`src/assert_macros.svh`:
```
// ----------------------------------------------------------------------------
// assert_macros.svh
// Concurrent assertion shorthands, clocked and reset-qualified.
// ----------------------------------------------------------------------------
`ifndef ASSERT_MACROS_SVH
`define ASSERT_MACROS_SVH

// Property must hold at every clock edge outside reset.
`define ASSERT_ALWAYS(label, clk, rstn, prop, msg) \
    label: assert property (@(posedge clk) disable iff (!rstn) (prop)) \
        else $error(msg);

// Condition must never be true at a clock edge outside reset.
`define ASSERT_NEVER(label, clk, rstn, cond, msg) \
    `ASSERT_ALWAYS(label, clk, rstn, !(cond), msg)

`endif

```
`src/isc_pkg.sv`:
```
// ----------------------------------------------------------------------------
// isc_pkg
// Shared constants, codes and controller/datapath interface types.
// ----------------------------------------------------------------------------
`default_nettype none

package isc_pkg;

    localparam int STACK_DEPTH = 16;
    localparam int ADDR_W      = $clog2(STACK_DEPTH);
    localparam int CNT_W       = $clog2(STACK_DEPTH + 1);
    localparam int WORD_W      = 32;
    localparam int FUNC_W      = 3;
    localparam int S_TDATA_W   = 40;   // func + push_value, byte padded
    localparam int M_TDATA_W   = 40;   // out_value + is_null + overflow, byte padded

    localparam logic [FUNC_W-1:0] FUNC_PUSH  = 3'd0;
    localparam logic [FUNC_W-1:0] FUNC_POP   = 3'd1;
    localparam logic [FUNC_W-1:0] FUNC_ADD   = 3'd2;
    localparam logic [FUNC_W-1:0] FUNC_SUB   = 3'd3;
    localparam logic [FUNC_W-1:0] FUNC_PEEK  = 3'd4;
    localparam logic [FUNC_W-1:0] FUNC_PRINT = 3'd5;
    localparam logic [FUNC_W-1:0] FUNC_CLEAR = 3'd6;

    typedef enum logic [2:0] {
        ST_IDLE,
        ST_ALU_RD2,
        ST_ALU_EXEC,
        ST_RD_OUT,
        ST_FLAG_OUT,
        ST_PR_RD,
        ST_PR_OUT
    } state_t;

    typedef enum logic [1:0] {
        CNT_HOLD,
        CNT_INC,
        CNT_DEC,
        CNT_CLR
    } cnt_op_t;

    typedef enum logic [1:0] {
        RD_TOP,
        RD_SECOND,
        RD_IDX
    } rd_sel_t;

    typedef enum logic {
        WR_PUSH,
        WR_ALU
    } wr_sel_t;

    typedef enum logic [1:0] {
        OUT_RAM,
        OUT_NULL,
        OUT_OVF
    } out_src_t;

    typedef struct packed {
        cnt_op_t  cnt_op;
        logic     rd_en;
        rd_sel_t  rd_sel;
        logic     wr_en;
        wr_sel_t  wr_sel;
        logic     alu_sub;
        logic     load_opnd;
        logic     load_idx;
        logic     dec_idx;
        logic     out_load;
        out_src_t out_src;
        logic     out_last;
    } ctrl_cmd_t;

    typedef struct packed {
        logic cnt_zero;
        logic cnt_full;
        logic cnt_lt2;
        logic idx_zero;
        logic out_free;
    } ctrl_stat_t;

endpackage

`default_nettype wire

```
`src/isc_ram.sv`:
```
// ----------------------------------------------------------------------------
// isc_ram
// Generic single write port, single read port RAM with registered read.
// ----------------------------------------------------------------------------
`default_nettype none

module isc_ram #(
    parameter int WIDTH = 32,
    parameter int DEPTH = 16
) (
    input  wire logic                     aclk,
    input  wire logic                     wr_en,
    input  wire logic [$clog2(DEPTH)-1:0] wr_addr,
    input  wire logic [WIDTH-1:0]         wr_data,
    input  wire logic                     rd_en,
    input  wire logic [$clog2(DEPTH)-1:0] rd_addr,
    output logic      [WIDTH-1:0]         rd_data
);

    logic [WIDTH-1:0] mem_reg [DEPTH];
    logic [WIDTH-1:0] rd_data_reg;

    always_ff @(posedge aclk) begin
        if (wr_en) begin
            mem_reg[wr_addr] <= wr_data;
        end
        if (rd_en) begin
            rd_data_reg <= mem_reg[rd_addr];
        end
    end

    assign rd_data = rd_data_reg;

endmodule

`default_nettype wire

```
`src/isc_ctrl.sv`:
```
// ----------------------------------------------------------------------------
// isc_ctrl
// Command sequencer: decodes one command per transfer and steps the datapath.
// ----------------------------------------------------------------------------
`default_nettype none

module isc_ctrl
    import isc_pkg::*;
(
    input  wire logic              aclk,
    input  wire logic              aresetn,
    input  wire logic              s_tvalid,
    output logic                   s_tready,
    input  wire logic [FUNC_W-1:0] func,
    input  wire ctrl_stat_t        stat,
    output ctrl_cmd_t              cmd
);

    state_t            state_reg;
    state_t            state_next;
    logic [FUNC_W-1:0] func_reg;
    logic              accept;

    assign s_tready = (state_reg == ST_IDLE);
    assign accept   = s_tvalid && s_tready;

    always_ff @(posedge aclk) begin
        if (!aresetn) begin
            state_reg <= ST_IDLE;
        end else begin
            state_reg <= state_next;
        end
    end

    always_ff @(posedge aclk) begin
        if (accept) begin
            func_reg <= func;
        end
    end

    // next state
    always_comb begin
        state_next = state_reg;
        case (state_reg)
            ST_IDLE: begin
                if (accept) begin
                    case (func)
                        FUNC_PUSH:  if (stat.cnt_full) state_next = ST_FLAG_OUT;
                        FUNC_POP,
                        FUNC_PEEK:  state_next = stat.cnt_zero ? ST_FLAG_OUT : ST_RD_OUT;
                        FUNC_ADD,
                        FUNC_SUB:   if (!stat.cnt_lt2) state_next = ST_ALU_RD2;
                        FUNC_PRINT: if (!stat.cnt_zero) state_next = ST_PR_RD;
                        default:    state_next = ST_IDLE;
                    endcase
                end
            end
            ST_ALU_RD2:  state_next = ST_ALU_EXEC;
            ST_ALU_EXEC: state_next = ST_IDLE;
            ST_RD_OUT,
            ST_FLAG_OUT: if (stat.out_free) state_next = ST_IDLE;
            ST_PR_RD:    state_next = ST_PR_OUT;
            ST_PR_OUT: begin
                if (stat.out_free) begin
                    state_next = stat.idx_zero ? ST_IDLE : ST_PR_RD;
                end
            end
            default:     state_next = ST_IDLE;
        endcase
    end

    // outputs
    always_comb begin
        cmd = '{cnt_op: CNT_HOLD, rd_en: 1'b0, rd_sel: RD_TOP, wr_en: 1'b0,
                wr_sel: WR_PUSH, alu_sub: 1'b0, load_opnd: 1'b0, load_idx: 1'b0,
                dec_idx: 1'b0, out_load: 1'b0, out_src: OUT_RAM, out_last: 1'b0};
        case (state_reg)
            ST_IDLE: begin
                if (accept) begin
                    case (func)
                        FUNC_PUSH: begin
                            if (!stat.cnt_full) begin
                                cmd.wr_en  = 1'b1;
                                cmd.wr_sel = WR_PUSH;
                                cmd.cnt_op = CNT_INC;
                            end
                        end
                        FUNC_POP: begin
                            if (!stat.cnt_zero) begin
                                cmd.rd_en  = 1'b1;
                                cmd.cnt_op = CNT_DEC;
                            end
                        end
                        FUNC_PEEK: begin
                            cmd.rd_en = !stat.cnt_zero;
                        end
                        FUNC_ADD,
                        FUNC_SUB: begin
                            if (stat.cnt_lt2) begin
                                cmd.cnt_op = CNT_CLR;
                            end else begin
                                cmd.rd_en = 1'b1;
                            end
                        end
                        FUNC_PRINT: begin
                            cmd.load_idx = !stat.cnt_zero;
                        end
                        FUNC_CLEAR: begin
                            cmd.cnt_op = CNT_CLR;
                        end
                        default: begin
                            cmd.cnt_op = CNT_HOLD;
                        end
                    endcase
                end
            end
            ST_ALU_RD2: begin
                cmd.rd_en     = 1'b1;
                cmd.rd_sel    = RD_SECOND;
                cmd.load_opnd = 1'b1;
            end
            ST_ALU_EXEC: begin
                cmd.wr_en   = 1'b1;
                cmd.wr_sel  = WR_ALU;
                cmd.alu_sub = (func_reg == FUNC_SUB);
                cmd.cnt_op  = CNT_DEC;
            end
            ST_RD_OUT: begin
                cmd.out_load = stat.out_free;
                cmd.out_src  = OUT_RAM;
                cmd.out_last = 1'b1;
            end
            ST_FLAG_OUT: begin
                cmd.out_load = stat.out_free;
                cmd.out_src  = (func_reg == FUNC_PUSH) ? OUT_OVF : OUT_NULL;
                cmd.out_last = 1'b1;
            end
            ST_PR_RD: begin
                cmd.rd_en  = 1'b1;
                cmd.rd_sel = RD_IDX;
            end
            ST_PR_OUT: begin
                cmd.out_load = stat.out_free;
                cmd.out_src  = OUT_RAM;
                cmd.out_last = stat.idx_zero;
                cmd.dec_idx  = stat.out_free && !stat.idx_zero;
            end
            default: begin
                cmd.cnt_op = CNT_HOLD;
            end
        endcase
    end

endmodule

`default_nettype wire

```
`src/isc_dp.sv`:
```
// ----------------------------------------------------------------------------
// isc_dp
// Stack datapath: entry counter, stack RAM, adder/subtractor, result register.
// ----------------------------------------------------------------------------
`default_nettype none
`include "assert_macros.svh"

module isc_dp
    import isc_pkg::*;
(
    input  wire logic              aclk,
    input  wire logic              aresetn,
    input  wire logic [WORD_W-1:0] push_value,
    input  wire ctrl_cmd_t         cmd,
    output ctrl_stat_t             stat,
    output logic                   m_tvalid,
    input  wire logic              m_tready,
    output logic [M_TDATA_W-1:0]   m_tdata,
    output logic                   m_tlast
);

    localparam logic [CNT_W-1:0] CntFull = CNT_W'(STACK_DEPTH);

    logic [CNT_W-1:0]  count_reg;
    logic [CNT_W-1:0]  count_next;
    logic [CNT_W-1:0]  cnt_m1;
    logic [CNT_W-1:0]  cnt_m2;
    logic [ADDR_W-1:0] idx_reg;
    logic [WORD_W-1:0] opnd_reg;
    logic [WORD_W-1:0] rd_data;
    logic [WORD_W-1:0] alu_result;
    logic [ADDR_W-1:0] rd_addr;
    logic [ADDR_W-1:0] wr_addr;
    logic [WORD_W-1:0] wr_data;
    logic              m_valid_reg;
    logic [WORD_W-1:0] out_value_reg;
    logic              is_null_reg;
    logic              overflow_reg;
    logic              last_reg;

    assign cnt_m1 = count_reg - CNT_W'(1);
    assign cnt_m2 = count_reg - CNT_W'(2);

    always_comb begin
        case (cmd.cnt_op)
            CNT_INC: count_next = count_reg + CNT_W'(1);
            CNT_DEC: count_next = cnt_m1;
            CNT_CLR: count_next = '0;
            default: count_next = count_reg;
        endcase
    end

    always_ff @(posedge aclk) begin
        if (!aresetn) begin
            count_reg <= '0;
        end else begin
            count_reg <= count_next;
        end
    end

    always_ff @(posedge aclk) begin
        if (cmd.load_idx) begin
            idx_reg <= cnt_m1[ADDR_W-1:0];
        end else if (cmd.dec_idx) begin
            idx_reg <= idx_reg - ADDR_W'(1);
        end
        if (cmd.load_opnd) begin
            opnd_reg <= rd_data;
        end
    end

    always_comb begin
        case (cmd.rd_sel)
            RD_TOP:    rd_addr = cnt_m1[ADDR_W-1:0];
            RD_SECOND: rd_addr = cnt_m2[ADDR_W-1:0];
            RD_IDX:    rd_addr = idx_reg;
            default:   rd_addr = cnt_m1[ADDR_W-1:0];
        endcase
    end

    // second minus top, or second plus top; wraps mod 2^32
    assign alu_result = cmd.alu_sub ? (rd_data - opnd_reg) : (rd_data + opnd_reg);

    always_comb begin
        case (cmd.wr_sel)
            WR_ALU: begin
                wr_addr = cnt_m2[ADDR_W-1:0];
                wr_data = alu_result;
            end
            default: begin
                wr_addr = count_reg[ADDR_W-1:0];
                wr_data = push_value;
            end
        endcase
    end

    isc_ram #(
        .WIDTH (WORD_W),
        .DEPTH (STACK_DEPTH)
    ) u_stack_ram (
        .aclk    (aclk),
        .wr_en   (cmd.wr_en),
        .wr_addr (wr_addr),
        .wr_data (wr_data),
        .rd_en   (cmd.rd_en),
        .rd_addr (rd_addr),
        .rd_data (rd_data)
    );

    // result register
    always_ff @(posedge aclk) begin
        if (!aresetn) begin
            m_valid_reg <= 1'b0;
        end else if (cmd.out_load) begin
            m_valid_reg <= 1'b1;
        end else if (m_tready) begin
            m_valid_reg <= 1'b0;
        end
    end

    always_ff @(posedge aclk) begin
        if (cmd.out_load) begin
            out_value_reg <= (cmd.out_src == OUT_RAM) ? rd_data : '0;
            is_null_reg   <= (cmd.out_src == OUT_NULL);
            overflow_reg  <= (cmd.out_src == OUT_OVF);
            last_reg      <= cmd.out_last;
        end
    end

    assign m_tvalid = m_valid_reg;
    assign m_tdata  = {{(M_TDATA_W - WORD_W - 2){1'b0}}, overflow_reg, is_null_reg,
                       out_value_reg};
    assign m_tlast  = last_reg;

    assign stat.cnt_zero = (count_reg == '0);
    assign stat.cnt_full = (count_reg >= CntFull);
    assign stat.cnt_lt2  = (count_reg < CNT_W'(2));
    assign stat.idx_zero = (idx_reg == '0);
    assign stat.out_free = !m_valid_reg || m_tready;

    `ASSERT_ALWAYS(count_in_range, aclk, aresetn, count_reg <= CntFull, "entry count above depth")
    `ASSERT_NEVER(load_over_pending, aclk, aresetn, cmd.out_load && m_valid_reg && !m_tready, "result overwritten while stalled")
    `ASSERT_NEVER(push_into_full, aclk, aresetn, cmd.wr_en && cmd.wr_sel == WR_PUSH && count_reg == CntFull, "write past top of stack")
    `ASSERT_ALWAYS(pop_needs_entry, aclk, aresetn, cmd.cnt_op == CNT_DEC |-> count_reg != '0, "pop from empty stack")

endmodule

`default_nettype wire

```
`src/integer_stack_calculator.sv`:
```
// ----------------------------------------------------------------------------
// integer_stack_calculator
// Bounded stack of signed 32-bit values driven by one command per transfer.
// ----------------------------------------------------------------------------
// Usage:
//   s_ channel carries commands: push, pop, add, subtract, peek, print, clear.
//   m_ channel carries results; m_tlast marks the final result of a command.
//   s_tready is high only while the sequencer is idle; a result still held
//   in the output register does not block the next command.
// Steps per command (from accept):
//   push, clear, unused code, add/subtract with fewer than two entries: done at accept.
//   pop, peek: stack RAM registered read, then result load.
//   overflow or null reports: result load after accept.
//   add, subtract: two reads of the single RAM read port, then write.
//   print: index load, then one RAM read and one result load per entry.
// Reset clears the entry count and empties the output register; stack RAM
// contents are left as they are. When the receiver stalls, the result
// holds in the output register and the sequencer waits before loading the
// next one, which lengthens the command by the stall.
// ----------------------------------------------------------------------------
`default_nettype none

module integer_stack_calculator
    import isc_pkg::*;
(
    input  wire logic                 aclk,
    input  wire logic                 aresetn,
    input  wire logic                 s_tvalid,
    output logic                      s_tready,
    input  wire logic [S_TDATA_W-1:0] s_tdata,  // [2:0] func, [34:3] push_value
    output logic                      m_tvalid,
    input  wire logic                 m_tready,
    output logic [M_TDATA_W-1:0]      m_tdata,  // [31:0] out_value, [32] is_null, [33] overflow
    output logic                      m_tlast
);

    ctrl_cmd_t  cmd;
    ctrl_stat_t stat;

    isc_ctrl u_ctrl (
        .aclk     (aclk),
        .aresetn  (aresetn),
        .s_tvalid (s_tvalid),
        .s_tready (s_tready),
        .func     (s_tdata[FUNC_W-1:0]),
        .stat     (stat),
        .cmd      (cmd)
    );

    isc_dp u_dp (
        .aclk       (aclk),
        .aresetn    (aresetn),
        .push_value (s_tdata[FUNC_W +: WORD_W]),
        .cmd        (cmd),
        .stat       (stat),
        .m_tvalid   (m_tvalid),
        .m_tready   (m_tready),
        .m_tdata    (m_tdata),
        .m_tlast    (m_tlast)
    );

endmodule

`default_nettype wire
```
`config.mk`:
```
export PLATFORM = sky130hd
export DESIGN_NAME = integer_stack_calculator
export DESIGN_NICKNAME = d
export VERILOG_FILES = /design/src/isc_pkg.sv /design/src/isc_ram.sv /design/src/isc_ctrl.sv /design/src/isc_dp.sv /design/src/integer_stack_calculator.sv
export VERILOG_INCLUDE_DIRS = /design/src /design/src/src
export SDC_FILE = /design/constraint.sdc
export NUM_CORES = 1
export LEC_CHECK = 0
export BUFFER_PORTS_ARGS = -buffer_cell sky130_fd_sc_hd__buf_4
export CORE_UTILIZATION = 45
export CTS_BUF_LIST = sky130_fd_sc_hd__clkbuf_4
export DETAILED_ROUTE_END_ITERATION = 8
export PLACE_DENSITY = 0.62
export SLEW_MARGIN = 10
export SYNTH_ARGS = -nofsm -noshare
export SYNTH_HDL_FRONTEND = slang
export SYNTH_HIERARCHICAL = 1
export SYNTH_SLANG_ARGS = --single-unit
```
`constraint.sdc`:
```
create_clock -name aclk -period 5.7 [get_ports aclk]
set_input_delay 0.285 -clock aclk [delete_from_list [all_inputs] [get_ports aclk]]
set_output_delay 0.285 -clock aclk [all_outputs]
set_load 0.02 [all_outputs]
```
After elaboration in Yosys (flattened, before gate mapping)
Memory sizes are Yosys's and may differ from the RTL's. A register that Yosys moved wholly into a read port is not among the register bits.
Cells that the tools add are included.

storage, ports and cells
  bits in registers = 83
  RAM bits = 512
  input bits = 44
  output and inout port bits = 43
  memories = 1

memory list
  name                      words  width  rd ports  clocked after memory_dff  write ports  RTL line       source
  u_dp.u_stack_ram.mem_reg  16     32     1         1                         1            isc_ram.sv:20  logic [WIDTH-1:0] mem_reg [DEPTH];

cells by class
  $add $sub $neg = 6
  $lt $le $gt $ge = 2
  equal/unequal tests = 26
  multiplexer cells = 43
  reductions and logical operators = 20

operator list
  operator                                       count
  two-way mux 32 bit                             2
  adder 32 bit                                   1
  subtractor 32 bit                              1
  two-way mux 3 bit                              10
  == test 3 bit, second input constant           6
  == test 3 x 2 -> 1 bit, second input constant  5
  case mux 3 bit (5 select lines)                1
  case mux 5 bit (3 select lines)                1
  two-way mux 1 bit                              12
  two-way mux 4 bit                              3
  case mux 2 bit (2 select lines)                3
  case mux 3 bit (4 select lines)                1
  case mux 4 bit (3 select lines)                1
  two-way mux 2 bit                              5
  zero test 3 bit                                3
  != test 3 bit, second input constant           3
  == test 2 bit, second input constant           4
  case mux 2 bit (4 select lines)                1
  case mux 4 bit (2 select lines)                1
  OR reduction 2 bit                             4
  == test 2 x 1 -> 1 bit, second input constant  3
  == test 3 x 1 -> 1 bit, second input constant  2
  AND reduction 6 bit                            1
  adder 5 x 1 -> 5 bit, second input constant    1
  other kinds (17)                               22

Longest topological paths before layout
Gate-level depths: netlist (run 1).

  word-level depth = 7
  gate-level depth with buffers = 16
  depth with buffers taken out = 16

Cells and area by module
Netlist (run 1), hierarchy kept.

modules (own cells, without submodules)
  module    times used  cells an instance  area an instance (um^2)
  isc_ram   1           838                20,155.6
  isc_dp    1           623                5,938.2
  isc_ctrl  1           79                 613.1

Least setup slack after synthesis (run 1)
No wires, ideal clock.

  kind = register to register
  from = register u_dp.opnd_reg[3]
  to = memory u_dp.u_stack_ram.mem_reg[0][20] (data pin)
  library setup time = 0.419 ns
  arrival = 4.139 ns
  data required time = 5.281 ns
  path slack = 1.142 ns
  stages on the path, launching flop included = 12
  buffers on the path = 0
  path through = edfxtp_1 or3_4 or4_4 nor3_1 a21oi_1 xnor2_1 ha_1 nand3_1 o41ai_2 o21ai_0 a21o_1 o311ai_0

between the ends
  cells in the longest elaborated chain, start to end = 3
  elaborated cells between the ends (all ways) = 4

RTL lines
  item                                               RTL line       source
  start: declaration                                 isc_dp.sv:29   logic [WORD_W-1:0] opnd_reg;
  start signal: assignment                           isc_dp.sv:68   opnd_reg <= rd_data;
  adder 32 bit or subtractor 32 bit (tied branches)  isc_dp.sv:82   assign alu_result = cmd.alu_sub ? (rd_data - opnd_reg) : (rd_data + opnd_reg);
  two-way mux 32 bit (*)                             isc_dp.sv:82
  two-way mux 32 bit (*)                             isc_dp.sv:85   case (cmd.wr_sel)
  named net u_dp.wr_data[20]                         isc_dp.sv:34   logic [WORD_W-1:0] wr_data;
  end: declaration                                   isc_ram.sv:20

The timed path passes the listed nets; every way through them passes the cells marked *.

Final worst setup path (run 1)
  from = register u_dp.opnd_reg[3]
  to = memory u_dp.u_stack_ram.mem_reg[11][23] (data pin)

The elaborated chain is that of the path after synthesis.

==> results of run 1 <==
## cell type report
| type | count | area, µm² |
|---|---|---|
| diodes | 3 | 7.51 |
| clock buffers | 228 | 1710 |
| clock inverters | 37 | 339 |
| fillers | 4714 | 27200 |
| inverters | 32 | 120 |
| multi-input cells | 806 | 7650 |
| flip-flops and latches | 627 | 18700 |
| well taps | 765 | 957 |
| repair buffers | 164 | 1440 |
## what timing repair did
item | CTS | global route
hold endpoints to repair | 535 | 0
endpoints found under the setup margin | 0 | 0
hold buffers | 39 | 0
## cells by family after synthesis
group | share of synthesized area, %
simple gates | 5.75
other cells | 0.0140
flops | 70.2
compound gates | 6.07
fa+ha+maj | 2.00
buf+inv | 2.05
mux | 11.8
xor+xnor | 2.13
## cell usage in the layout (no fill, tap or decap), types with 22 or more instances in the layout
cell type / netlist / final
o21ai_0: 23 / 22
nand2_1: 82 / 82
clkbuf_4: 0 / 228
edfxtp_1: 618 / 618
ha_1: 41 / 41
nor3_1: 28 / 23
and2_1: 34 / 33
inv_1: 32 / 31
buf_4: 20 / 117
a21oi_1: 67 / 64
nor2_1: 73 / 58
mux4_2: 128 / 128
xnor2_1: 49 / 49
dlygate4sd3_1: 0 / 39
a22oi_1: 64 / 64
## worst max-delay path, cell delays in order (launching register included)
cell	delay, ns
edfxtp_1	0.42
or3_4	0.39
nor3b_1	0.43
nand2_1	0.13
nor2_1	0.32
a21oi_1	0.14
xnor2_1	0.15
ha_1	0.34
nand2_1	0.19
o21ai_0	0.27
or3b_2	0.50
and3b_1	0.21
a21oi_1	0.19
xnor2_1	0.14
a21oi_1	0.92
## per-layer routing
metal | up-vias | part of all wire (%)
met2 | 521 | 50
met5 | - | 0
met3 | 94 | 7.0
li1 | 6782 | -
met1 | 7590 | 41
met4 | 0 | 1.9
## how the worst max path moves through the flow
| stage | startpoint | slack, ns | endpoint | depth (start not counted) |
|---|---|---|---|---|
| 2_1_floorplan | u_dp/opnd_reg[3] | 1.14 | u_dp/u_stack_ram/mem_reg[0][20] | 11 |
| 3_3_place_gp | u_dp/opnd_reg[3] | 0.67 | u_dp/u_stack_ram/mem_reg[14][23] | 14 |
| 3_5_place_dp | u_dp/opnd_reg[3] | 0.57 | u_dp/u_stack_ram/mem_reg[14][31] | 14 |
| 4_1_cts | u_dp/opnd_reg[3] | 0.55 | u_dp/u_stack_ram/mem_reg[13][31] | 14 |
| 5_1_grt | u_dp/opnd_reg[3] | 0.12 | u_dp/u_stack_ram/mem_reg[8][23] | 14 |
| 6_report | u_dp/opnd_reg[3] | 0.58 | u_dp/u_stack_ram/mem_reg[11][23] | 14 |
## through the flow
stage	utilization, %	area (µm²)	instances	power, µW
floorplan	-	26700	1545	10400
global placement	49.0	28500	2354	12700
detailed placement	49.0	28500	2354	12700
CTS	53.2	30900	2658	16700
global route	53.2	31000	2660	17400
finish	53.3	31000	2662	16500
## report_power, final
group,switching (µW),total (µW),leakage [µW],internal [µW]
Sequential,300,6160,0.00565,5860
Combinational,3920,6500,0.00367,2580
Clock,1730,3870,0.00121,2140
Total,5950,16500,0.0105,10600
==> key figures, run 1 <==
Place
  • # port buffers: 75
  • Final HPWL from detailed placement: 38700 µm
  • Pre-CTS setup slack: 0.571 ns
  • RePlAce Congestion: 0.869

Timing
  • Worst slew margin: 13.2%
  • Final Setup Violations: 0
  • Worst hold margin: 0.156 ns
  • Setup TNS Final: 0 ns
  • Final Hold Vio Count: 0
  • Clock skew: 0.0515 ns
  • RSZ-0062 raised after global routing: false
  • Worst-margin pin slew: 1.30 ns
  • Fin crit period: 5.12 ns
  • Fmax: 195 MHz
  • Slew Viols, Final: 0
  • Fin crit share: 89.9%
  • Final setup margin: 0.575 ns

Worst setup path
  • Reg2reg path depth: 14
  • Critical path arrival: 5.73 ns
  • Crit Path Class: flip-flop to flip-flop
  • Crit path launch type: flip-flop
  • Worst EP required: 6.31 ns
  • Reg2reg start: u_dp/opnd_reg[3]
  • Crit Path Max Fanout: 16
  • Internal reg-to-reg setup slack: 0.58 ns
  • RR Endpoint: u_dp/u_stack_ram/mem_reg[11][23]
  • CP endpoint kind: flip-flop

Pwr
  • Max IR drop VDD: 303 µV
  • Power Density: 534 mW/mm²
  • LEAKAGE: 0.0105 µW

Yosys
  • Share of flip-flops with an asynchronous set or reset after synthesis: 0%
  • Mean Syn Cell Area: 17.3 µm²
  • Ys Warns: 6
  • Register area share after synthesis: 70.2%
  • Post-synth EDFFs: 618
  • Area contributors post-synth: edfxtp_1 69%, mux4_2 11%, ha_1 1.9%
  • Synth cell count leaders: 618 x edfxtp_1, 128 x mux4_2, 82 x nand2_1, 73 x nor2_1, 67 x a21oi_1
  • Most common cell in the synthesized netlist: edfxtp_1
  • Post-Synthesis Cells: 1540
  • Main synth FF type: edfxtp_1
  • Synth Cell Area: 0.0267 mm²
  • Count of state elements after synthesis: 627
  • Top cell type's share of synthesized area: 69.5%
  • Synth unique cells: 74
  • Leading area contributor after synthesis: edfxtp_1

Clock tree
  • Number of CTS-inserted buffers: 160
  • H-tree depth: 4
  • Clock Path Buffers: 3
  • Root buffer cell: clkbuf_4
  • Clk slew on worst S/H paths: 0.06 ns
  • Post-CTS sizing: 0
  • Clock sinks: 627
  • TritonCTS clock tree: built
  • Worst-skew pair later-pin latency: 0.99 ns
  • Postcts setup bufs: 0

Hold path
  • Cells on Worst Hold Path: 2
  • Hold Startpoint: s_tdata[1]
  • Hold WC Path Type: input port to flip-flop
  • Hold endpoint: u_ctrl/func_reg[1]

Global routing
  • Initial antenna violation count: 4
  • Gr busiest metal: met2
  • Vias in the first global route: 15400
  • GRT overflow: 0
  • M2 GR Usage: 35.3%
  • GR Util All Layers: 21.7%
  • Met3 usage: 5.70%
  • Largest net degree at the start of global routing: 63
  • First-pass GRT wire length: 93700 µm
  • Global Route met1 Usage: 27.9%

Die
  • Core Box Area: 0.0581 mm²
  • Starting density of the core: 45.9%
  • I/O Pins: 87
  • Placement Rows: 88
  • Die height: 246 µm
  • Die footprint: 0.0603 mm²
  • Horiz. Die Dim: 246 µm

Detailed routing
  • Vias per cell: 5.63
  • WL per Instance: 23.7 µm
  • Routed WL: 63100 µm
  • Iteration-0 DRC Markers: 1317
  • Vias: 15000
  • ANT nets after route: 0
  • DRC viols: 0
  • TritonRoute pass-1 iters: 5

Finish
  • Max FFs per register: 512
  • Area growth syn-to-layout: 15.9%
  • Share of cells above drive strength 1: 29.8%
  • Nets: 1877

Job
  • Total of max-cap violations: 0

Run status
  • Status: finished, final reports clean
(Power assumes the default switching activity.)
==> run 2: changes to the inputs <==
- CORE_MARGIN: unset -> 2
==> key figures, run 2 (synthesized netlist as in run 1, its figures left out) <==
Worst setup path
  • Most Frequent Cell on Critical Path: a21oi_1
  • RR Endpoint: u_dp/u_stack_ram/mem_reg[13][23]
  • Largest delay share family, worst path: simple AND/OR/NAND/NOR gates
  • Worst EP required: 6.29 ns
  • Reg2reg start: u_dp/opnd_reg[4]
  • Crit Path Class: flip-flop to flip-flop
  • Critical path arrival: 5.73 ns
  • CP Cell Sequence: or3_4 > nor3b_1 > nand2_1 > nor2_1 > a21oi_1 > xnor2_1 > ha_1 > nand2_1 > o21ai_0 > or3b_2 > and3b_1 > a21oi_1 > xnor2_1 > a21oi_1
  • Crit Path Max Fanout: 16
  • Crit path launch type: flip-flop
  • Crit path buffers/inverters: 0
  • CP endpoint kind: flip-flop
  • CP max stage delay: 0.88 ns
  • CP max stage cell: a21oi_1
  • Reg2reg path depth: 14
  • Internal reg-to-reg setup slack: 0.56 ns

Timing
  • Worst-margin pin slew: 1.17 ns
  • Fin crit period: 5.14 ns
  • RSZ-0062 raised after global routing: false
  • Clock skew: 0.0435 ns
  • Setup TNS Final: 0 ns
  • Fin crit share: 90.2%
  • Final setup margin: 0.559 ns
  • Fmax: 195 MHz
  • Slew Viols, Final: 0
  • Worst slew margin: 22.0%
  • Final Hold Vio Count: 0
  • Final Setup Violations: 0

Finish
  • Nets: 1862
  • Fillers: 4810
  • Share of cells above drive strength 1: 29.0%
  • Final instance area: 0.0306 mm²
  • Non-Filler Instances: 2656
  • Area growth syn-to-layout: 14.8%
  • Commonest non-fill, non-tap cells in the layout: 618 x edfxtp_1, 226 x clkbuf_4, 128 x mux4_2, 108 x buf_4, 82 x nand2_1
  • Max FFs per register: 512
  • Most common cell after layout, fill and taps aside: edfxtp_1

Global routing
  • GRT overflow: 0
  • GR Util All Layers: 21.6%
  • Largest net degree at the start of global routing: 129
  • Initial antenna violation count: 2
  • Vias in the first global route: 15500
  • First-pass GRT wire length: 94800 µm

Run status
  • Status: finished, final reports clean

Detailed routing
  • WL per Instance: 24.2 µm
  • ANT nets after route: 0
  • Vias per cell: 5.70
  • TritonRoute pass-1 iters: 5
  • Vias: 15100
  • DRC viols: 0
  • Routed WL: 64200 µm
  • Iteration-0 DRC Markers: 1671

Hold path
  • Cells on Worst Hold Path: 2
  • Hold endpoint: u_ctrl/func_reg[1]
  • Hold WC Path Type: input port to flip-flop
  • Hold Startpoint: s_tdata[1]

Die
  • Die footprint: 0.0613 mm²
  • Starting density of the core: 45.4%
  • I/O Pins: 87
  • Core Box Area: 0.0588 mm²
  • Placement Rows: 89
  • Die height: 248 µm
  • Horiz. Die Dim: 248 µm

Pwr
  • LEAKAGE: 0.0104 µW
  • Max IR drop VDD: 497 µV
  • Tot Pwr: 16200 µW
  • Power Density: 528 mW/mm²

Place
  • Inst Count DP: 2349
  • DP Area: 0.0283 mm²
  • Pre-CTS setup slack: 0.490 ns
  • Final HPWL from detailed placement: 37600 µm
  • # port buffers: 75
  • RePlAce Congestion: 0.918

Clock tree
  • TritonCTS clock tree: built
  • Postcts setup bufs: 0
  • Clk slew on worst S/H paths: 0.06 ns
  • Root buffer cell: clkbuf_4
  • Clock sinks: 627
  • Number of CTS-inserted buffers: 159
  • Clock Path Buffers: 3
  • Worst-skew pair later-pin latency: 0.97 ns
  • H-tree depth: 4

Job
  • Total of max-cap violations: 0
run 2: through the flow:
| step | util [%] | hold WS (ns) |
|---|---|---|
| after detailed placement | 48.2 | 0.481 |
| final | 52.1 | 0.141 |
| after floorplan | - | 0.384 |
| after CTS | 52.1 | 0.0180 |
| after global placement | 48.2 | 0.469 |
| after global routing | 52.1 | 0.0740 |
run 2: routing by layer:
metal / vias up / track usage, % / wire [µm]
li1: 6732 / - / -
met1: 7699 / 29.0 / 26900
met2: 609 / 34.3 / 31000
met3: 100 / 5.76 / 4890
met5: - / 0 / 0
met4: 0 / 7.04 / 1380
run 2: layout make-up:
| type | instances | area, µm² | share of cell area (%) |
|---|---|---|---|
| antenna | 3 | 7.51 | 0.0245 |
| clock inverter | 39 | 193 | 0.629 |
| timing repair buffer | 150 | 1260 | 4.12 |
| multi-input combinational | 806 | 7660 | 25.0 |
| tap | 773 | 967 | 3.16 |
| clock buffer | 226 | 1700 | 5.54 |
| sequential | 627 | 18700 | 61.1 |
| inverter | 32 | 120 | 0.392 |
run 2: worst max-delay path by stage:
stage	start	end	slack [ns]	cells past startpoint
floorplan	u_dp/opnd_reg[3]	u_dp/u_stack_ram/mem_reg[0][20]	1.14	11
global route	u_dp/opnd_reg[4]	u_dp/u_stack_ram/mem_reg[13][23]	0.11	14
global placement	u_dp/opnd_reg[3]	u_dp/u_stack_ram/mem_reg[8][31]	0.61	14
detailed placement	u_dp/opnd_reg[4]	u_dp/u_stack_ram/mem_reg[8][31]	0.49	14
finish	u_dp/opnd_reg[4]	u_dp/u_stack_ram/mem_reg[13][23]	0.56	14
CTS	u_dp/opnd_reg[4]	u_dp/u_stack_ram/mem_reg[10][31]	0.44	14
run 2: where the power goes:
group / switching, µW / internal (µW)
Clock: 1730 / 1860
Sequential: 299 / 5860
Combinational: 3980 / 2460
Total: 6010 / 10200
run 2: what timing repair did:
item,in CTS,in global routing
hold buffers,39,0
endpoints found under the hold margin,543,0
gates resized for setup,0,1
setup endpoints to repair,0,16
